File: src/hdl/dla_pkg.sv
package dla_pkg;

  // Table geometry
  localparam int LEASE_ENTRIES = 8;
  localparam int IDX_W = (LEASE_ENTRIES > 1) ? $clog2(LEASE_ENTRIES) : 1;
  localparam int CNT_W = $clog2(LEASE_ENTRIES + 1) + 1;
  localparam int PRB_W = $clog2(LEASE_ENTRIES + 2) + 1;

  localparam int MAC_W = 48;
  localparam int IP_W  = 32;
  localparam int ENT_W = MAC_W + IP_W;

  // Register map (index = paddr[4:2])
  localparam logic [2:0] REG_SERVER_IP  = 3'd0;
  localparam logic [2:0] REG_SUBNET     = 3'd1;
  localparam logic [2:0] REG_FIRST_HOST = 3'd2;
  localparam logic [2:0] REG_POOL_SIZE  = 3'd3;
  localparam logic [2:0] REG_ENHANCED   = 3'd4;

  localparam logic [31:0] DEF_SERVER = 32'hC0A8_0101;
  localparam logic [31:0] DEF_MASK   = 32'hFFFF_FF00;
  localparam logic [31:0] DEF_FIRST  = 32'd100;
  localparam logic [15:0] DEF_SIZE   = 16'd101;

  // Message kinds
  localparam logic [7:0] KIND_DISCOVER = 8'd1;
  localparam logic [7:0] KIND_REQUEST  = 8'd3;

  // Reply kinds
  localparam logic [1:0] RPL_OFFER = 2'd1;
  localparam logic [1:0] RPL_ACK   = 2'd2;
  localparam logic [1:0] RPL_NAK   = 2'd3;

  // NAK reasons
  localparam logic [1:0] NAK_NONE   = 2'd0;
  localparam logic [1:0] NAK_SUBNET = 2'd1;
  localparam logic [1:0] NAK_POOL   = 2'd2;
  localparam logic [1:0] NAK_IN_USE = 2'd3;

  // FNV-1a
  localparam logic [31:0] FNV_BASIS = 32'd2166136261;
  localparam logic [31:0] FNV_PRIME = 32'd16777619;

endpackage

File: src/hdl/dla_in_if.sv
interface dla_in_if;
  import dla_pkg::*;
  logic             valid;
  logic             ready;
  logic [7:0]       kind;
  logic [MAC_W-1:0] client_mac;
  logic             has_requested_ip;
  logic [31:0]      requested_ip;
  logic             has_srv_id;
  logic [31:0]      srv_id;

  modport source (output valid, kind, client_mac, has_requested_ip, requested_ip,
                  has_srv_id, srv_id, input ready);
  modport sink   (input valid, kind, client_mac, has_requested_ip, requested_ip,
                  has_srv_id, srv_id, output ready);
endinterface

File: src/hdl/dla_out_if.sv
interface dla_out_if;
  logic        valid;
  logic        ready;
  logic [1:0]  reply_kind;
  logic [31:0] assigned_ip;
  logic [1:0]  nak_reason;

  modport source (output valid, reply_kind, assigned_ip, nak_reason, input ready);
  modport sink   (input valid, reply_kind, assigned_ip, nak_reason, output ready);
endinterface

File: src/hdl/dhcp_lease_allocator.sv
// DHCPv4 lease allocator. Takes one parsed client message at a time and
// returns at most one reply (offer, ack or nak). Leases live in a small
// synchronous table memory read one entry per cycle; each lookup walks the
// whole table. A reply that needs no lookup (simple-mode ack of an in-pool
// address, subnet or pool nak) skips the table walk. An enhanced-mode
// allocation adds FNV-1a hashing of the MAC, a bit-serial modulo by the pool
// size and up to LEASE_ENTRIES+1 probes, each a further table walk. Messages
// of other kinds, and enhanced-mode requests naming another server, finish
// without a reply. The block returns to idle after each message before the
// next transfer, and the next message is taken only once the previous reply
// has moved into the output register. The user must write configuration
// over the APB port only while idle; the block itself does not enforce it.
module dhcp_lease_allocator
  import dla_pkg::*;
(
  input  logic        clk,
  input  logic        rst_n,
  dla_in_if.sink      in_if,
  dla_out_if.source   out_if,
  input  logic        psel,
  input  logic        penable,
  input  logic        pwrite,
  input  logic [4:0]  paddr,
  input  logic [31:0] pwdata,
  output logic [31:0] prdata,
  output logic        pready
);

  // State codes
  localparam logic [3:0] S_IDLE   = 4'd0;
  localparam logic [3:0] S_POOL   = 4'd1;
  localparam logic [3:0] S_DISP   = 4'd2;
  localparam logic [3:0] S_SCAN   = 4'd3;
  localparam logic [3:0] S_ALLOC  = 4'd4;
  localparam logic [3:0] S_HASH   = 4'd5;
  localparam logic [3:0] S_MOD    = 4'd6;
  localparam logic [3:0] S_PROBE  = 4'd7;
  localparam logic [3:0] S_PCHK   = 4'd8;
  localparam logic [3:0] S_SIMPLE = 4'd9;
  localparam logic [3:0] S_REQCHK = 4'd10;
  localparam logic [3:0] S_RECORD = 4'd11;
  localparam logic [3:0] S_DONE   = 4'd12;

  localparam logic [1:0] RET_ALLOC = 2'd0;
  localparam logic [1:0] RET_PROBE = 2'd1;
  localparam logic [1:0] RET_REQ   = 2'd2;

  // Configuration registers
  logic [31:0] server_r, mask_r, first_r;
  logic [15:0] size_r;
  logic        enh_r;
  logic        wr_en;

  assign pready = 1'b1;
  assign wr_en  = psel && penable && pwrite;

  always_ff @(posedge clk) begin
    if (!rst_n) begin
      server_r <= DEF_SERVER;
      mask_r   <= DEF_MASK;
      first_r  <= DEF_FIRST;
      size_r   <= DEF_SIZE;
      enh_r    <= 1'b0;
    end else if (wr_en) begin
      unique case (paddr[4:2])
        REG_SERVER_IP:  server_r <= pwdata;
        REG_SUBNET:     mask_r   <= pwdata;
        REG_FIRST_HOST: first_r  <= pwdata;
        REG_POOL_SIZE:  size_r   <= pwdata[15:0];
        REG_ENHANCED:   enh_r    <= pwdata[0];
        default: ;
      endcase
    end
  end

  always_comb begin
    unique case (paddr[4:2])
      REG_SERVER_IP:  prdata = server_r;
      REG_SUBNET:     prdata = mask_r;
      REG_FIRST_HOST: prdata = first_r;
      REG_POOL_SIZE:  prdata = {16'd0, size_r};
      REG_ENHANCED:   prdata = {31'd0, enh_r};
      default:        prdata = 32'd0;
    endcase
  end

  // Effective server / mask and pool range
  logic [31:0] srv_eff, mask_eff, net, hmask, hs, st_c, en_c, sz_c;

  always_comb begin
    srv_eff  = (server_r != 32'd0) ? server_r : DEF_SERVER;
    mask_eff = (mask_r != 32'd0) ? mask_r : DEF_MASK;
    hmask    = ~mask_eff;
    net      = srv_eff & mask_eff;
    hs       = first_r & hmask;
    if (hs == 32'd0) hs = 32'd1;
    sz_c     = (size_r != 16'd0) ? {16'd0, size_r} : 32'd1;
    st_c     = net | hs;
    en_c     = st_c + sz_c - 32'd1;
    if (((en_c & mask_eff) != net) || (en_c > (net | hmask))) en_c = net | hmask;
  end

  // Latched message
  logic [7:0]       kind_r;
  logic [MAC_W-1:0] mac_r;
  logic             has_req_r, has_sid_r;
  logic [31:0]      req_r, sid_r;

  logic [3:0]  state_r, state_nxt;
  logic [31:0] s_r, e_r;
  logic [15:0] n_r;

  function automatic logic in_pool(input logic [31:0] ip, input logic [31:0] s,
                                   input logic [31:0] e);
    return (ip >= s) && (ip <= e);
  endfunction

  // Lease table memory and valid bits
  logic [ENT_W-1:0] mem [LEASE_ENTRIES];
  logic [LEASE_ENTRIES-1:0] valid_r;
  logic             mem_we;
  logic [IDX_W-1:0] mem_waddr, rd_addr, rd_idx_r;
  logic [ENT_W-1:0] mem_wdata, rdata_r;
  logic             rd_issue, rd_vld_r;

  always_ff @(posedge clk) begin
    if (mem_we) mem[mem_waddr] <= mem_wdata;
    rdata_r  <= mem[rd_addr];
    rd_idx_r <= rd_addr;
  end

  // Free entry search over valid bits
  logic             any_free;
  logic [IDX_W-1:0] free_idx;

  always_comb begin
    any_free = 1'b0;
    free_idx = '0;
    for (int i = LEASE_ENTRIES - 1; i >= 0; i--) begin
      if (!valid_r[i]) begin
        any_free = 1'b1;
        free_idx = IDX_W'(i);
      end
    end
  end

  // Scan bookkeeping
  logic [CNT_W-1:0] cnt_r;
  logic [1:0]       ret_r;
  logic [31:0]      tgt_r;
  logic             mac_found_r, ip_found_r, ip_mac_eq_r;
  logic [IDX_W-1:0] mac_idx_r;
  logic [31:0]      mac_ip_r;

  // Hash / modulo / probe
  logic [31:0]      h_r, dvd_r;
  logic [MAC_W-1:0] hm_r;
  logic [16:0]      rem_r;
  logic [5:0]       step_r;
  logic [15:0]      idx_r;
  logic [PRB_W-1:0] j_r;
  logic [31:0]      cand_r;
  logic [31:0]      h_prod;
  logic [16:0]      rem_sh, rem_nxt;

  // only the low 32 bits of the FNV product are kept
  assign h_prod  = (h_r ^ {24'd0, hm_r[MAC_W-1 -: 8]}) * FNV_PRIME;
  assign rem_sh  = {rem_r[15:0], dvd_r[31]};
  assign rem_nxt = (rem_sh >= {1'b0, n_r}) ? rem_sh - {1'b0, n_r} : rem_sh;

  logic        rec_after_r;
  logic [1:0]  rk_r, why_r;
  logic [31:0] res_ip_r, next_r;
  logic        out_valid_r;
  logic [1:0]  out_rk_r, out_why_r;
  logic [31:0] out_ip_r;

  assign in_if.ready        = (state_r == S_IDLE);
  assign out_if.valid       = out_valid_r;
  assign out_if.reply_kind  = out_rk_r;
  assign out_if.assigned_ip = out_ip_r;
  assign out_if.nak_reason  = out_why_r;

  assign rd_issue = (state_r == S_SCAN) && (cnt_r < CNT_W'(LEASE_ENTRIES));
  assign rd_addr  = cnt_r[IDX_W-1:0];

  // Simple-mode allocation values
  logic [31:0] nh, nh_inc;
  assign nh     = (next_r == 32'd0) ? s_r : next_r;
  assign nh_inc = nh + 32'd1;

  // Record target
  logic [IDX_W-1:0] rec_idx;
  assign rec_idx = mac_found_r ? mac_idx_r : (any_free ? free_idx : '0);

  // Probe step values
  logic [15:0]      idx_inc;
  logic [PRB_W-1:0] j_inc;
  assign idx_inc = (idx_r + 16'd1 == n_r) ? 16'd0 : idx_r + 16'd1;
  assign j_inc   = j_r + PRB_W'(1);

  // Next-state logic
  always_comb begin
    state_nxt = state_r;
    unique case (state_r)
      S_IDLE:   if (in_if.valid) state_nxt = S_POOL;
      S_POOL:   state_nxt = S_DISP;
      S_DISP: begin
        if (kind_r == KIND_DISCOVER) state_nxt = S_SCAN;
        else if (kind_r != KIND_REQUEST) state_nxt = S_IDLE;
        else if (!enh_r) state_nxt = (has_req_r && in_pool(req_r, s_r, e_r)) ? S_DONE : S_SCAN;
        else if (has_sid_r && (sid_r != srv_eff)) state_nxt = S_IDLE;
        else if (!has_req_r) state_nxt = S_SCAN;
        else if ((req_r & mask_eff) != (srv_eff & mask_eff)) state_nxt = S_DONE;
        else if (!in_pool(req_r, s_r, e_r)) state_nxt = S_DONE;
        else state_nxt = S_SCAN;
      end
      S_SCAN: begin
        if (cnt_r == CNT_W'(LEASE_ENTRIES)) begin
          unique case (ret_r)
            RET_ALLOC: state_nxt = S_ALLOC;
            RET_PROBE: state_nxt = S_PCHK;
            default:   state_nxt = S_REQCHK;
          endcase
        end
      end
      S_ALLOC: begin
        if (mac_found_r && in_pool(mac_ip_r, s_r, e_r))
          state_nxt = rec_after_r ? S_RECORD : S_DONE;
        else if (!enh_r) state_nxt = S_SIMPLE;
        else if (n_r == 16'd0) state_nxt = rec_after_r ? S_RECORD : S_DONE;
        else state_nxt = S_HASH;
      end
      S_HASH:   if (step_r == 6'd5) state_nxt = S_MOD;
      S_MOD:    if (step_r == 6'd31) state_nxt = S_PROBE;
      S_PROBE:  state_nxt = S_SCAN;
      S_PCHK: begin
        if (!ip_found_r) state_nxt = rec_after_r ? S_RECORD : S_DONE;
        else if (({{(16 - PRB_W){1'b0}}, j_inc} < n_r) && (j_inc <= PRB_W'(LEASE_ENTRIES)))
          state_nxt = S_PROBE;
        else state_nxt = rec_after_r ? S_RECORD : S_DONE;
      end
      S_SIMPLE: state_nxt = S_DONE;
      S_REQCHK: state_nxt = (ip_found_r && !ip_mac_eq_r) ? S_DONE : S_RECORD;
      S_RECORD: state_nxt = S_DONE;
      S_DONE:   if (!out_valid_r || out_if.ready) state_nxt = S_IDLE;
      default:  state_nxt = S_IDLE;
    endcase
  end

  // Memory write port
  always_comb begin
    mem_we    = 1'b0;
    mem_waddr = free_idx;
    mem_wdata = {mac_r, nh};
    if (state_r == S_SIMPLE && !(mac_found_r && in_pool(mac_ip_r, s_r, e_r)) && any_free) begin
      mem_we = 1'b1;
    end else if (state_r == S_RECORD) begin
      mem_we    = 1'b1;
      mem_waddr = rec_idx;
      mem_wdata = {mac_r, res_ip_r};
    end
  end

  // Control registers
  always_ff @(posedge clk) begin
    if (!rst_n) begin
      state_r     <= S_IDLE;
      valid_r     <= '0;
      next_r      <= 32'd0;
      out_valid_r <= 1'b0;
      rd_vld_r    <= 1'b0;
    end else begin
      state_r  <= state_nxt;
      rd_vld_r <= rd_issue;
      if (mem_we) valid_r[mem_waddr] <= 1'b1;
      if (state_r == S_SIMPLE) begin
        if (any_free) next_r <= (nh_inc > e_r) ? s_r : nh_inc;
        else next_r <= nh;
      end
      // output register: load a new reply, else drop the one just transferred
      if (state_r == S_DONE && (!out_valid_r || out_if.ready)) out_valid_r <= 1'b1;
      else if (out_if.ready) out_valid_r <= 1'b0;
    end
  end

  // Datapath registers
  always_ff @(posedge clk) begin
    unique case (state_r)
      S_IDLE: begin
        kind_r    <= in_if.kind;
        mac_r     <= in_if.client_mac;
        has_req_r <= in_if.has_requested_ip;
        req_r     <= in_if.requested_ip;
        has_sid_r <= in_if.has_srv_id;
        sid_r     <= in_if.srv_id;
      end
      S_POOL: begin
        s_r <= st_c;
        e_r <= en_c;
        n_r <= (en_c >= st_c) ? 16'(en_c - st_c + 32'd1) : 16'd0;
      end
      S_DISP: begin
        cnt_r       <= '0;
        mac_found_r <= 1'b0;
        ip_found_r  <= 1'b0;
        rec_after_r <= 1'b0;
        why_r       <= NAK_NONE;
        rk_r        <= (kind_r == KIND_DISCOVER) ? RPL_OFFER : RPL_ACK;
        res_ip_r    <= req_r;
        tgt_r       <= req_r;
        ret_r       <= RET_ALLOC;
        if (kind_r == KIND_REQUEST && enh_r) begin
          if (!has_req_r) rec_after_r <= 1'b1;
          else if ((req_r & mask_eff) != (srv_eff & mask_eff)) begin
            rk_r <= RPL_NAK; why_r <= NAK_SUBNET; res_ip_r <= 32'd0;
          end else if (!in_pool(req_r, s_r, e_r)) begin
            rk_r <= RPL_NAK; why_r <= NAK_POOL; res_ip_r <= 32'd0;
          end else ret_r <= RET_REQ;
        end
      end
      S_SCAN: begin
        if (rd_issue) cnt_r <= cnt_r + CNT_W'(1);
        if (rd_vld_r && valid_r[rd_idx_r]) begin
          if (!mac_found_r && rdata_r[ENT_W-1 -: MAC_W] == mac_r) begin
            mac_found_r <= 1'b1;
            mac_idx_r   <= rd_idx_r;
            mac_ip_r    <= rdata_r[IP_W-1:0];
          end
          if (!ip_found_r && rdata_r[IP_W-1:0] == tgt_r) begin
            ip_found_r  <= 1'b1;
            ip_mac_eq_r <= (rdata_r[ENT_W-1 -: MAC_W] == mac_r);
          end
        end
      end
      S_ALLOC: begin
        res_ip_r <= (mac_found_r && in_pool(mac_ip_r, s_r, e_r)) ? mac_ip_r : s_r;
        h_r      <= FNV_BASIS;
        hm_r     <= mac_r;
        step_r   <= 6'd0;
      end
      S_HASH: begin
        h_r    <= h_prod;
        hm_r   <= {hm_r[MAC_W-9:0], 8'd0};
        step_r <= (step_r == 6'd5) ? 6'd0 : step_r + 6'd1;
        dvd_r  <= h_prod;
        rem_r  <= 17'd0;
      end
      S_MOD: begin
        dvd_r  <= {dvd_r[30:0], 1'b0};
        rem_r  <= rem_nxt;
        step_r <= step_r + 6'd1;
        if (step_r == 6'd31) begin
          idx_r <= rem_nxt[15:0];
          j_r   <= '0;
        end
      end
      S_PROBE: begin
        cand_r      <= s_r + {16'd0, idx_r};
        tgt_r       <= s_r + {16'd0, idx_r};
        ret_r       <= RET_PROBE;
        cnt_r       <= '0;
        mac_found_r <= 1'b0;
        ip_found_r  <= 1'b0;
      end
      S_PCHK: begin
        if (!ip_found_r) res_ip_r <= cand_r;
        j_r   <= j_inc;
        idx_r <= idx_inc;
      end
      S_SIMPLE: res_ip_r <= any_free ? nh : s_r;
      S_REQCHK: begin
        if (ip_found_r && !ip_mac_eq_r) begin
          rk_r <= RPL_NAK; why_r <= NAK_IN_USE; res_ip_r <= 32'd0;
        end
      end
      S_DONE: begin
        if (!out_valid_r || out_if.ready) begin
          out_rk_r  <= rk_r;
          out_ip_r  <= res_ip_r;
          out_why_r <= why_r;
        end
      end
      default: ;
    endcase
  end

endmodule

File: src/flat_wrapper.sv
// flat-port wrapper written by rule: the top's interface ports become plain ports
module dhcp_lease_allocator_flat import dla_pkg::*;
  (clk, rst_n, psel, penable, pwrite, paddr, pwdata, prdata, pready, in_if_valid, in_if_kind, in_if_client_mac, in_if_has_requested_ip, in_if_requested_ip, in_if_has_srv_id, in_if_srv_id, in_if_ready, out_if_valid, out_if_reply_kind, out_if_assigned_ip, out_if_nak_reason, out_if_ready);
  dla_in_if in_if_i ();
  dla_out_if out_if_i ();
  input  logic clk;
  input  logic rst_n;
  input  logic psel;
  input  logic penable;
  input  logic pwrite;
  input  logic [4:0] paddr;
  input  logic [31:0] pwdata;
  output logic [31:0] prdata;
  output logic pready;
  input wire logic [$bits(in_if_i.valid)-1:0] in_if_valid;
  input wire logic [$bits(in_if_i.kind)-1:0] in_if_kind;
  input wire logic [$bits(in_if_i.client_mac)-1:0] in_if_client_mac;
  input wire logic [$bits(in_if_i.has_requested_ip)-1:0] in_if_has_requested_ip;
  input wire logic [$bits(in_if_i.requested_ip)-1:0] in_if_requested_ip;
  input wire logic [$bits(in_if_i.has_srv_id)-1:0] in_if_has_srv_id;
  input wire logic [$bits(in_if_i.srv_id)-1:0] in_if_srv_id;
  output wire logic [$bits(in_if_i.ready)-1:0] in_if_ready;
  output wire logic [$bits(out_if_i.valid)-1:0] out_if_valid;
  output wire logic [$bits(out_if_i.reply_kind)-1:0] out_if_reply_kind;
  output wire logic [$bits(out_if_i.assigned_ip)-1:0] out_if_assigned_ip;
  output wire logic [$bits(out_if_i.nak_reason)-1:0] out_if_nak_reason;
  input wire logic [$bits(out_if_i.ready)-1:0] out_if_ready;
  assign in_if_i.valid = in_if_valid;
  assign in_if_i.kind = in_if_kind;
  assign in_if_i.client_mac = in_if_client_mac;
  assign in_if_i.has_requested_ip = in_if_has_requested_ip;
  assign in_if_i.requested_ip = in_if_requested_ip;
  assign in_if_i.has_srv_id = in_if_has_srv_id;
  assign in_if_i.srv_id = in_if_srv_id;
  assign in_if_ready = in_if_i.ready;
  assign out_if_valid = out_if_i.valid;
  assign out_if_reply_kind = out_if_i.reply_kind;
  assign out_if_assigned_ip = out_if_i.assigned_ip;
  assign out_if_nak_reason = out_if_i.nak_reason;
  assign out_if_i.ready = out_if_ready;
  dhcp_lease_allocator u_core (.clk(clk), .rst_n(rst_n), .in_if(in_if_i), .out_if(out_if_i), .psel(psel), .penable(penable), .pwrite(pwrite), .paddr(paddr), .pwdata(pwdata), .prdata(prdata), .pready(pready));
endmodule
File: config.mk
export PLATFORM = sky130hd
export DESIGN_NAME = dhcp_lease_allocator_flat
export DESIGN_NICKNAME = d
export VERILOG_FILES = /design/src/hdl/dla_pkg.sv /design/src/hdl/dla_in_if.sv /design/src/hdl/dla_out_if.sv /design/src/hdl/dhcp_lease_allocator.sv /design/src/flat_wrapper.sv
export SDC_FILE = /design/constraint.sdc
export NUM_CORES = 2
export LEC_CHECK = 0
export BUFFER_PORTS_ARGS = -buffer_cell sky130_fd_sc_hd__clkbuf_2
export CAP_MARGIN = 40
export CORE_MARGIN = 2
export CORE_UTILIZATION = 48
export DETAILED_ROUTE_END_ITERATION = 12
export HOLD_SLACK_MARGIN = 0.08
export PLACE_DENSITY_LB_ADDON = 0.08
export SLEW_MARGIN = 30
export SYNTH_ARGS = -nofsm -noshare
export SYNTH_HDL_FRONTEND = slang
export SYNTH_SLANG_ARGS = --single-unit
File: constraint.sdc
create_clock -name clk -period 43.4 [get_ports clk]
set_clock_uncertainty 0.1 [all_clocks]
set_input_delay 6.51 -clock clk [delete_from_list [all_inputs] [get_ports clk]]
set_output_delay 6.51 -clock clk [all_outputs]
set_load 0.005 [all_outputs]
==> Word-level counts from Yosys, hierarchy flattened <==
Memories as Yosys holds them, arrays and structs flattened. A register that Yosys moved wholly into a read port is not among the register bits.
Index checks and enable logic that the tools add are counted.
{ "totals": {"mem_bits_rw": 640, "inputBits": 166, "n_memories": 1, "reg_bits": 701, "output_inout_bits": 71, "elab_cells": 290} }
{ "memory_table": {"columns": ["name", "depth", "word_bits", "rd", "rd_clocked_by_memory_dff", "write_ports", "line_no", "source"], "rows": [
  ["u_core.mem", 8, 80, 1, 1, 1, "dhcp_lease_allocator.sv:119", "logic [ENT_W-1:0] mem [LEASE_ENTRIES];"]
]} }
{ "classes": {"n_eq_ne": 40, "n_reduce_logical": 60, "n_mul": 1, "n_addsub": 11, "bitwise_logic": 9, "magnitude_cmp": 14, "muxes": 111} }
{ "ops": {"columns": ["op", "count"], "rows": [
  ["32-bit two-way mux", 17],
  ["32-bit one-hot mux with 5 select lines", 2],
  ["32-bit one-hot mux with 2 select lines", 3],
  ["32-bit AND", 4],
  ["32-bit >= comparator", 3],
  ["32-bit != test", 3],
  ["48-bit one-hot mux with 2 select lines", 1],
  ["4-bit two-way mux", 18],
  ["32-bit by 16-bit adder with 32-bit output", 2],
  ["32-bit greater-than comparator", 2],
  ["32-bit less-or-equal comparator", 2],
  ["32-bit logical NOT", 2],
  ["16-bit two-way mux", 4],
  ["32-bit OR", 2],
  ["16-bit one-hot mux with 2 select lines", 2],
  ["32-bit nonzero test", 2],
  ["48-bit equality test", 1],
  ["4-bit one-hot mux with 12 select lines", 1],
  ["3-bit two-way mux", 14],
  ["16-bit by 1-bit adder with 16-bit output, second input constant", 2],
  ["32-bit by 1-bit adder with 32-bit output, second input constant", 1],
  ["32-bit equality test", 1],
  ["32-bit by 25-bit multiplier with 32-bit output, second input constant", 1],
  ["32-bit NOT", 1],
  ["55 further kinds", 155]
]} }

==> Depth between registers and ports, before layout <==
{ "logic_depth": {"ltp_word": 17, "mapped_depth": 57} }

==> Least setup slack after synthesis <==
No wires, ideal clock.
{ "synth_timing": {"kind": "flip-flop to output port", "start": "reg u_core.state_r[0]", "end": "out in_if_ready", "path_stages_with_launch": 3, "arrival_time_ns": 12.321, "t_required_ns": 36.790, "path_buffers": 1, "slack_ns": 24.469, "path_cell_list": "dfxtp_1 > clkbuf_1 > nor4_1"} }
{ "synth_via": {"elab_chain_cells": 1} }
{ "synth_lines": {"columns": ["item", "line_no", "source"], "rows": [
  ["from (decl)", "dhcp_lease_allocator.sv:109", "logic [3:0] state_r, state_nxt;"],
  ["from (signal assigned)", "dhcp_lease_allocator.sv:274", "state_r <= state_nxt;"],
  ["4-bit logical NOT", "dhcp_lease_allocator.sv:178", "assign in_if.ready = (state_r == S_IDLE);"],
  ["to (decl)", "flat_wrapper.sv:22", "output wire logic [$bits(in_if_i.ready)-1:0] in_if_ready;"]
]} }
No other way between the ends.

==> Final worst setup path <==
{ "layout_timing": {"start": "in paddr[2]", "end": "out prdata[14]"} }
{ "layout_via": {"elab_chain_cells": 2, "elab_cells_between_ends": 6, "classes_between": "eq/ne: 4; mux: 1; reduce/logical: 1"} }
{ "layout_lines": {"columns": ["item", "line_no", "source"], "rows": [
  ["from (decl)", "flat_wrapper.sv:11", "input logic [4:0] paddr;"],
  ["3-bit equality test (tied with other cells)", "dhcp_lease_allocator.sv:77", "unique case (paddr[4:2])"],
  ["32-bit one-hot mux with 5 select lines *", "dhcp_lease_allocator.sv:77", null],
  ["to (decl)", "flat_wrapper.sv:13", "output logic [31:0] prdata;"]
]} }
Mark *: on every way between the ends. The rest lies on a longest branch, timed or not.

==> load_flow_metrics.sql <==
INSERT INTO impl_metrics (metric_group, metric, value, unit) VALUES
('finish', 'final_core_util', '54.1', '%'),
('synthesis', 'postSynthRegisterBits', '1421', ''),
('floorplan', 'num_rows', '144', ''),
('critical_path', 'crit-reg2reg-capture', 'u_core.n_r[15]$_SDFFCE_PN0P_', ''),
('clocking', 'clkTransAtPathRegs', '0.05', 'ns'),
('clocking', 'cts.sinks', '1421', ''),
('status', 'outcome', 'finished clean', ''),
('min_path', 'min_path_cells', '0', ''),
('detailed_routing', 'detail_route.iter0.violations', '5158', ''),
('critical_path', 'critical_path.most_common_cell', 'clkbuf_2', ''),
('critical_path', 'crit_path_start_kind', 'input pin', ''),
('finish', 'fillCellCount', '13066', ''),
('placed_design', 'globalplace.congestion', '0.969', ''),
('critical_path', 'critical_path_arrival', '8.08', 'ns'),
('grt', 'grt_usage', '26.4', '%'),
('grt', 'first_global_vias', '47606', ''),
('synthesis', 'number_of_enable_type_register_cells_in_the_synthesized_netlist', '1179', ''),
('timing', 'final-setup-viol-count', '0', ''),
('grt', 'grt_pass1_wl', '310', 'mm'),
('floorplan', 'placeable_core_area', '154000', 'sq um'),
('pwr', 'power_density', '84.3', 'nW/um^2'),
('critical_path', 'critPathCaptureType', 'primary output', ''),
('clocking', 'h-tree-depth', '4', ''),
('timing', 'max_clock_freq', '0.0681', 'GHz'),
('synthesis', 'syn_area', '74000', 'sq um'),
('clocking', 'post-cts-setup-buffers', '0', ''),
('finish', 'area_growth', '12.3', '%'),
('min_path', 'min_from', 'u_core.rk_r[0]$_SDFFCE_PP1P_', ''),
('min_path', 'holdPathEnd', 'u_core.out_if.reply_kind[0]$_DFFE_PP_', ''),
('floorplan', 'floorplan.initialDensity', '48.2', '%'),
('pwr', 'post_route_total_power', '0.00701', 'W'),
('pwr', 'cellLeakagePower', '31.6', 'nW'),
('timing', 'hold_violations', '0', ''),
('placed_design', 'dp_worst_setup_slack', '28.70', 'ns'),
('min_path', 'min-delay-path-class', 'register to register', ''),
('critical_path', 'worst_r2r_startpoint', 'u_core.mask_r[0]$_SDFFE_PN0P_', ''),
('synthesis', 'netlist-cell-type-count', '109', ''),
('finish', 'final_net_count', '7002', ''),
('grt', 'grt_max_degree', '103', ''),
('synthesis', 'synthesis.instances', '6027', ''),
('pwr', 'worst_ir_drop_vdd', '0.125', 'mV'),
('finish', 'ratio_of_cells_with_drive_above_1_in_the_final_layout', '15.0', '%'),
('critical_path', 'r2r.worst_path.cells', '49', ''),
('clocking', 'tritoncts', 'yes', ''),
('synthesis', 'yosysWarningCount', '0', ''),
('clocking', 'cts-hold-fix-buffers', '0', ''),
('timing', 'setup_total_negative_slack', '0', 'ns'),
('synthesis', 'synth.yosys.seq_area_share', '54.4', '%'),
('placed_design', 'port_buffers', '233', ''),
('detailed_routing', 'dr_total_vias', '49168', ''),
('synthesis', 'mappedNetlistNets', '6770', ''),
('detailed_routing', 'drt_pre_antenna_iters', '9', ''),
('critical_path', 'worst_path_max_delay_cell', 'mux4_2', ''),
('floorplan', 'chipHeight', '397', 'microns'),
('synthesis', 'avgSynthCellArea', '12.3', 'sq um'),
('floorplan', 'die-area', '157000', 'sq um'),
('floorplan', 'die_x', '397', 'microns'),
('timing', 'fin_crit_sh', '33.8', '%'),
('synthesis', 'yosys_most_used_dff', 'edfxtp_1', ''),
('clocking', 'cts-root-buf', 'clkbuf_16', ''),
('detailed_routing', 'route.antenna.remaining_nets', '0', ''),
('clocking', 'clk_path_buf_depth', '3', ''),
('floorplan', 'ios', '237', ''),
('critical_path', 'required', '36.79', 'ns'),
('critical_path', 'timing.critical_path.cells', 'clkbuf_2, buf_4, mux4_2, nor2b_1, clkbuf_2', ''),
('clocking', 'clk_latency', '0.83', 'ns'),
('critical_path', 'critical_path_peak_fanout', '38', ''),
('grt', 'globalRoute.totalOverflow', '0', ''),
('run', 'cap_viol_max_count', '0', ''),
('synthesis', 'synth_async_sr_flop_share', '0', '%'),
('clocking', 'post_cts_resized', '0', '');
## worst max-delay path, delay by kind of cell
kind	cells	cell delay [ns]
and+or+nand+nor	1	0.15
buffers and inverters	3	0.75
muxes	1	0.62
## how the worst max path moves through the flow
| stage | startpoint | end | slack [ns] | depth (start not counted) |
|---|---|---|---|---|
| floorplan | u_core.state_r[0]$_SDFFE_PN0P_ | in_if_ready | 24.47 | 2 |
| global placement | paddr[2] | prdata[31] | 28.56 | 6 |
| detailed placement | paddr[3] | prdata[0] | 28.70 | 6 |
| CTS | paddr[3] | prdata[0] | 28.69 | 6 |
| global route | u_core.mask_r[0]$_SDFFE_PN0P_ | u_core.n_r[15]$_SDFFCE_PN0P_ | 28.06 | 49 |
| finish | paddr[2] | prdata[14] | 28.71 | 5 |
## sequential cells by signal, indices dropped and copies added (netlist names), 16 cells and up
signal	cells
u_core.cand_r	32
u_core.e_r	32
u_core.mac_ip_r	32
u_core.size_r	16
u_core.mask_r	32
u_core.server_r	32
u_core.s_r	32
u_core.mac_r	48
u_core.dvd_r	32
u_core.res_ip_r	32
u_core.n_r	16
u_core.tgt_r	32
u_core.mem	640
u_core.out_if.assigned_ip	32
u_core.hm_r	48
u_core.rdata_r	80
u_core.h_r	32
u_core.req_r	32
u_core.next_r	32
u_core.rem_r	16
u_core.idx_r	16
u_core.sid_r	32
u_core.first_r	32
## placed cells by master, fill, tap and decap left out, types with 109 or more instances in the layout
master	instances
xor2_1	109
o21ai_0	218
nand2_1	574
edfxtp_1	1179
clkbuf_16	153
ha_1	497
clkbuf_2	234
nor2_1	347
a21oi_1	354
mux4_2	178
inv_1	446
dfxtp_1	242
xnor2_1	227
## stage by stage
stage	hold slack, ns	cells	instance area (sq um)
6_report	0.316	8433	83100
5_1_grt	0.333	8433	83100
4_1_cts	0.318	8421	82900
3_5_place_dp	0.306	8137	77800
2_1_floorplan	0.272	6027	74000
3_3_place_gp	0.301	8116	77500
## power by group
| part | total (W) | switching [W] | internal (W) |
|---|---|---|---|
| Sequential | 0.00226 | 0.000241 | 0.00202 |
| Clock | 0.00129 | 0.000574 | 0.000715 |
| Combinational | 0.00346 | 0.00206 | 0.00140 |
| Total | 0.00701 | 0.00288 | 0.00413 |
## per-layer routing
layer / vias to the layer above / share of wire, % / global-route usage [%]
met5: - / 0.076 / 0.154
met1: 24460 / 47 / 40.2
met3: 242 / 8.3 / 5.94
met4: 2 / 1.9 / 5.92
li1: 22701 / - / -
met2: 1763 / 43 / 38.3
## logic make-up after synthesis
group / Yosys count / synth area share [%]
and+or+nand+nor: 1528 / 9.62
adders and majority gates: 577 / 10.6
muxes: 370 / 8.20
AOI/OAI and AO/OA: 1077 / 9.39
xor gates and xnor gates: 343 / 4.18
other: 1 / 0.00507
DFF: 1421 / 54.4
buffers and inverters: 710 / 3.67
## synth_stat cells, types with 110 or more instances
cell type | n | area (sq um)
dfxtp_1 | 242 | 4840
o21ai_0 | 221 | 1110
edfxtp_1 | 1179 | 35400
xnor2_1 | 227 | 1990
nand2_1 | 578 | 2170
a21oi_1 | 354 | 1770
xor2_1 | 110 | 963
clkbuf_1 | 208 | 781
ha_1 | 497 | 6220
mux4_2 | 178 | 4010
nor2_1 | 357 | 1340
inv_1 | 446 | 1670
## final cells by class
class | instances | area, sq um | share of cell area (%)
flip-flops and latches | 1421 | 40200 | 48.4
multi-input cells | 3896 | 31300 | 37.7
clock buffers | 199 | 4170 | 5.02
well taps | 2044 | 2560 | 3.08
repair buffers | 339 | 2260 | 2.72
inverters | 448 | 1680 | 2.03
clock inverters | 85 | 852 | 1.03
diodes | 1 | 2.50 | 0.00301
(Power assumes the default switching activity.)
